===== src/hw/rtl/tac_pkg.sv =====
package tac_pkg;

	// Classes of sample that bypass the arithmetic result.
	typedef enum logic [1:0] {
		KIND_NORMAL,
		KIND_ZERO,
		KIND_POS90,
		KIND_NEG90
	} kind_t;

	// Control that travels alongside each request through the pipeline.
	typedef struct packed {
		logic  valid;
		kind_t kind;
	} tag_t;

	localparam tag_t TAG_IDLE = '{valid: 1'b0, kind: KIND_NORMAL};

	// Square root: 64-bit radicand, 32-bit root, one bit per stage.
	localparam int unsigned SQ_OP_W     = 64;
	localparam int unsigned ROOT_W      = 32;
	localparam int unsigned ISQRT_STEPS = 32;

	// CORDIC vector width and angle accumulator width.
	localparam int unsigned CX_W      = 36;
	localparam int unsigned ACC_W     = 32;
	localparam int unsigned TABLE_LEN = 32;

	// Output limit in centidegrees.
	localparam int unsigned TILT_W   = 15;
	localparam logic signed [TILT_W-1:0] TILT_MAX = 15'sd9000;

	// Fixed part of the request-to-result latency; add the CORDIC stage count.
	localparam int unsigned LATENCY_BASE = 36;

	// atan(2^-i) in centidegrees times 65536, rounded to nearest.
	localparam logic signed [ACC_W-1:0] ATAN_TAB [TABLE_LEN] = '{
		32'sd294912000, 32'sd174096719, 32'sd91987925, 32'sd46694507,
		32'sd23437865,  32'sd11730358,  32'sd5866610,  32'sd2933484,
		32'sd1466764,   32'sd733385,    32'sd366693,   32'sd183346,
		32'sd91673,     32'sd45837,     32'sd22918,    32'sd11459,
		32'sd5730,      32'sd2865,      32'sd1432,     32'sd716,
		32'sd358,       32'sd179,       32'sd90,       32'sd45,
		32'sd22,        32'sd11,        32'sd6,        32'sd3,
		32'sd1,         32'sd1,         32'sd0,        32'sd0
	};

endpackage


===== src/hw/rtl/tac_isqrt.sv =====
module tac_isqrt (
	input  logic                        clk,
	input  logic                        arst_n,
	input  logic [63:0]                 radicand,
	input  logic signed [15:0]          head_x,
	input  tac_pkg::tag_t               head_tag,
	output logic [31:0]                 root,
	output logic signed [15:0]          tail_x,
	output tac_pkg::tag_t               tail_tag
);
	import tac_pkg::*;

	logic [SQ_OP_W-1:0]  op_s  [ISQRT_STEPS];
	logic [SQ_OP_W-1:0]  res_s [ISQRT_STEPS];
	logic signed [15:0]  x_s   [ISQRT_STEPS];
	tag_t                tag_s [ISQRT_STEPS];

	// One restoring square-root step per pipeline stage.
	for (genvar k = 0; k < ISQRT_STEPS; k++) begin : g_step
		localparam logic [SQ_OP_W-1:0] BIT = 64'd1 << (SQ_OP_W - 2 - 2 * k);

		logic [SQ_OP_W-1:0] op_prev;
		logic [SQ_OP_W-1:0] res_prev;
		logic signed [15:0] x_prev;
		tag_t               tag_prev;
		logic [SQ_OP_W-1:0] trial;
		logic               take;

		if (k == 0) begin : g_first
			assign op_prev  = radicand;
			assign res_prev = '0;
			assign x_prev   = head_x;
			assign tag_prev = head_tag;
		end else begin : g_next
			assign op_prev  = op_s[k-1];
			assign res_prev = res_s[k-1];
			assign x_prev   = x_s[k-1];
			assign tag_prev = tag_s[k-1];
		end

		assign trial = res_prev + BIT;
		assign take  = (op_prev >= trial);

		// The data path carries no reset; only the tag is cleared.
		always_ff @(posedge clk) begin
			op_s[k]  <= take ? (op_prev - trial) : op_prev;
			res_s[k] <= take ? ((res_prev >> 1) + BIT) : (res_prev >> 1);
			x_s[k]   <= x_prev;
		end

		always_ff @(posedge clk or negedge arst_n) begin
			if (!arst_n) begin
				tag_s[k] <= TAG_IDLE;
			end else begin
				tag_s[k] <= tag_prev;
			end
		end
	end

	assign root     = res_s[ISQRT_STEPS-1][ROOT_W-1:0];
	assign tail_x   = x_s[ISQRT_STEPS-1];
	assign tail_tag = tag_s[ISQRT_STEPS-1];

endmodule


===== config.mk =====
export PLATFORM = sky130hd
export DESIGN_NAME = tac_isqrt
export DESIGN_NICKNAME = d
export VERILOG_FILES = /design/src/hw/rtl/tac_pkg.sv /design/src/hw/rtl/tac_isqrt.sv
export SDC_FILE = /design/constraint.sdc
export NUM_CORES = 2
export LEC_CHECK = 0
export BUFFER_PORTS_ARGS = -buffer_cell sky130_fd_sc_hd__buf_2
export CAP_MARGIN = 20
export CORE_ASPECT_RATIO = 0.75
export CORE_UTILIZATION = 60
export CTS_CLUSTER_DIAMETER = 50
export DETAILED_ROUTE_END_ITERATION = 8
export PLACE_DENSITY_LB_ADDON = 0.05
export SLEW_MARGIN = 20
export SYNTH_ARGS = -nofsm -noshare
export SYNTH_HDL_FRONTEND = slang
export SYNTH_MEMORY_MAX_BITS = 65536
export SYNTH_SLANG_ARGS = --single-unit

===== constraint.sdc =====
create_clock -name clk -period 6.19 [get_ports clk]
set_clock_uncertainty 0.15 [all_clocks]
set_input_delay 0 -clock clk [delete_from_list [all_inputs] [get_ports clk]]
set_output_delay 0 -clock clk [all_outputs]
set_load 0.01 [all_outputs]

==> flow_summary.yaml <==
global_routing:
  globalRoute.totalOverflow: 0
  grt_busiest_layer: "met1"
  grt_use_total: 0.316
  grt_start_max_net_pins: 73
  grt_pass1_wl_mm: 444
  antenna_found_initial: 30
  met2_usage: 0.441
  gr-usage-met3: 0.0763
  grt_pass1_vias: 73600
  met1_usage: 0.483
finish:
  nets: 11400
  design_area_um2: 124000
  n_fill_cell: 13200
  multi_input_area_um2: 42500
  stdcell_count: 13300
  area_delta_synth_final_pct: 13.6
  final_layout_size_suffix_gt1_frac: 0.0771
  final-seq-area_um2: 62900
synthesis:
  yosysTopAreaCell: "dfxtp_1"
  yosysSeqAreaShare: 0.578
  synthArstFlopShare: 0.0308
  synth_top_area_share: 0.556
  dominantRegCellSynth: "dfxtp_1"
  synth_most_common_cell: "dfxtp_1"
  avgSynthCellArea_um2: 10.6
  ys_top_cells_by_count: "dfxtp_1 (3024), inv_1 (712), nor2_1 (681)"
  syn-num-nets: 10900
  synth_area_um2: 109000
  yosys-top-cells-area: "dfxtp_1 (56%), ha_1 (6.4%), xnor2_1 (3.7%), xor2_1 (3.5%), a21oi_1 (3.0%)"
  synthDistinctLibCells: 110
  yosys_warnings: 0
  synth-edff-count: 0
  synth-seq-cells: 3120
  syn_inst: 10300
die:
  rows: 135
  die_height_um: 371
  die_w_um: 494
  core_area_um2: 180000
  die-area_um2: 183000
  boundaryPins: 136
  start_util: 0.604
routing:
  wirelength_mm: 294
  initialDrtViolationCount: 7273
  ant_nets: 0
  drc: 0
  vias_per_cell: 5.74
  vias: 76500
  firstDrtPassIters: 6
  wl_per_cell_um: 22.1
timing:
  worst_pin_slew_ns: 1.09
  timing.final.crit_share: 0.718
  rsz0062_at_grt: "false"
  hold_viol: 0
  setup_viol: 0
  slew_headroom: 0.266
  fmax_mhz: 225
  setup_slack_ns: 1.75
  fin_crit_ns: 4.44
  final_max_slew_viol_count: 0
  setup_tns_ns: 0
cts:
  htree_levels: 5
  clk_latency_ns: 0.94
  clock-sinks: 3120
  cts_inserted_buffers: 299
  cts_setup_buffers: 0
  cts_root_buf: "clkbuf_16"
  cts_tree: "done"
  cts_buffer_depth: 4
  clk_pin_slew_ns: 0.07
place:
  pre_cts_slack_ns: 1.73
  numPortBuffers: 135
  dpl_cell_area_um2: 112000
  dp_cells: 12600
  place_hpwl_mm: 221
  place.gp.congestion: 0.966
setup_path:
  crit_required_ns: 6.86
  worstSetupPathType: "reg -> reg"
  end_kind: "register"
  slowest_stage: "nor4_1"
  crit_buf_inv: 2
  worstPathMaxFanout: 9
  cp_cell_sequence: "inv_1 -> ha_1 -> nand2_1 -> nor4_1 -> nand4_1 -> a211oi_1 -> nor3_1 -> o21a_2 -> inv_2 -> nand4b_1 -> nor4_1 -> xor2_1"
  startpoint_type: "register"
  worstPathArrival_ns: 5.11
  crit_top_cell: "nor4_1"
  slowest_delay_ns: 0.91
  cp_top_family: "simple AND/OR/NAND/NOR gates"
power:
  irDropWorstVdd_uv: 319
  leakage_nw: 55.9
  power.density_nw_per_um2: 481
hold_path:
  hold_class: "in -> reg"
flow_run:
  maxCapViolations: 0
status:
  status: "complete, no violations"
-- logic make-up after synthesis --
family                     after synthesis  share of synthesized area
and+or+nand+nor                       2855                      0.137
DFF                                   3120                      0.578
buffers and inverters                  909                     0.0327
xor gates and xnor gates               893                     0.0718
AOI/OAI and AO/OA                     1840                      0.106
muxes                                  101                     0.0103
adders and majority gates              558                     0.0641
-- registers in the layout (all words and copies together), names as in the netlist --
signal	count
op_s	1984
res_s	528
x_s	512
g_step.tag_prev	93
tail_tag	3
-- timing repair --
item	in CTS	in global routing
gates resized for setup	0	0
hold buffers	173	0
hold endpoints to repair	180	0
-- placed cells by master, fill, tap and decap left out, types with 68 or more instances in the layout --
cell              n
dfxtp_1        3024
inv_1           712
nor2_1          680
a21oi_1         645
nand2_1         585
ha_1            558
xnor2_1         456
xor2_1          437
o21ai_0         421
nor4_1          345
clkbuf_16       302
nor3_1          238
a21o_1          192
dlygate4sd3_1   172
nand4_1         166
nand3_1         153
buf_2           135
nand2b_1        117
or3_1            99
dfrtp_1          96
o21a_1           78
or4_1            77
mux2_2           76
nor2b_1          68
-- metrics by stage --
step	total power [mW]	hold WS, ns	util
floorplan	36.0	-0.446	-
global placement	40.4	-0.237	0.620
detailed placement	40.6	-0.235	0.621
CTS	59.2	0.0183	0.685
global route	62.1	0.0582	0.685
finish	59.4	0.0904	0.686
-- layout make-up --
cell class	count	area share
Sequential cell	3120	0.509
Multi-Input combinational cell	6247	0.343
Clock buffer	399	0.0683
Tap cell	2397	0.0243
Inverter	720	0.0219
Timing Repair Buffer	332	0.0209
Clock inverter	121	0.0122
Antenna cell	8	0.000162
-- final timing paths --
| path | cells after the start | start | slack [ns] | endpoint |
|---|---|---|---|---|
| max | 12 | res_s[1][797] | 1.75 | op_s[29][59] |
| min | 3 | head_x[7] | 0.09 | x_s[0][7] |
| max reg2reg | 12 | res_s[1][797] | 1.75 | op_s[29][59] |
| min reg2reg | 0 | x_s[1][44] | 0.13 | x_s[1][60] |
| max in group asynchronous | 4 | arst_n | 4.96 | g_step[12].tag_prev[0] |
| min in group asynchronous | 4 | arst_n | 0.19 | g_step[30].tag_prev[0] |
-- routing by layer --
layer	wire length, um	up-vias
met1	143000	36300
met2	116000	3165
met4	7270	12
met3	28200	497
met5	78	-
li1	-	36600
-- tightest hold or removal path, cell delays in order --
cell and delay (ns):
dlygate4sd3_1 0.52, buf_2 0.09, dlygate4sd3_1 0.53
-- where the power goes --
| group | internal [mW] | leakage, nW | total [mW] | switching [mW] |
|---|---|---|---|---|
| Combinational | 5.51 | 24.6 | 13.1 | 7.54 |
| Clock | 10.8 | 4.88 | 18.5 | 7.72 |
| Sequential | 24.0 | 26.5 | 27.9 | 3.89 |
| Total | 40.3 | 55.9 | 59.4 | 19.2 |
No activity file was read; power rests on OpenSTA's default activity.
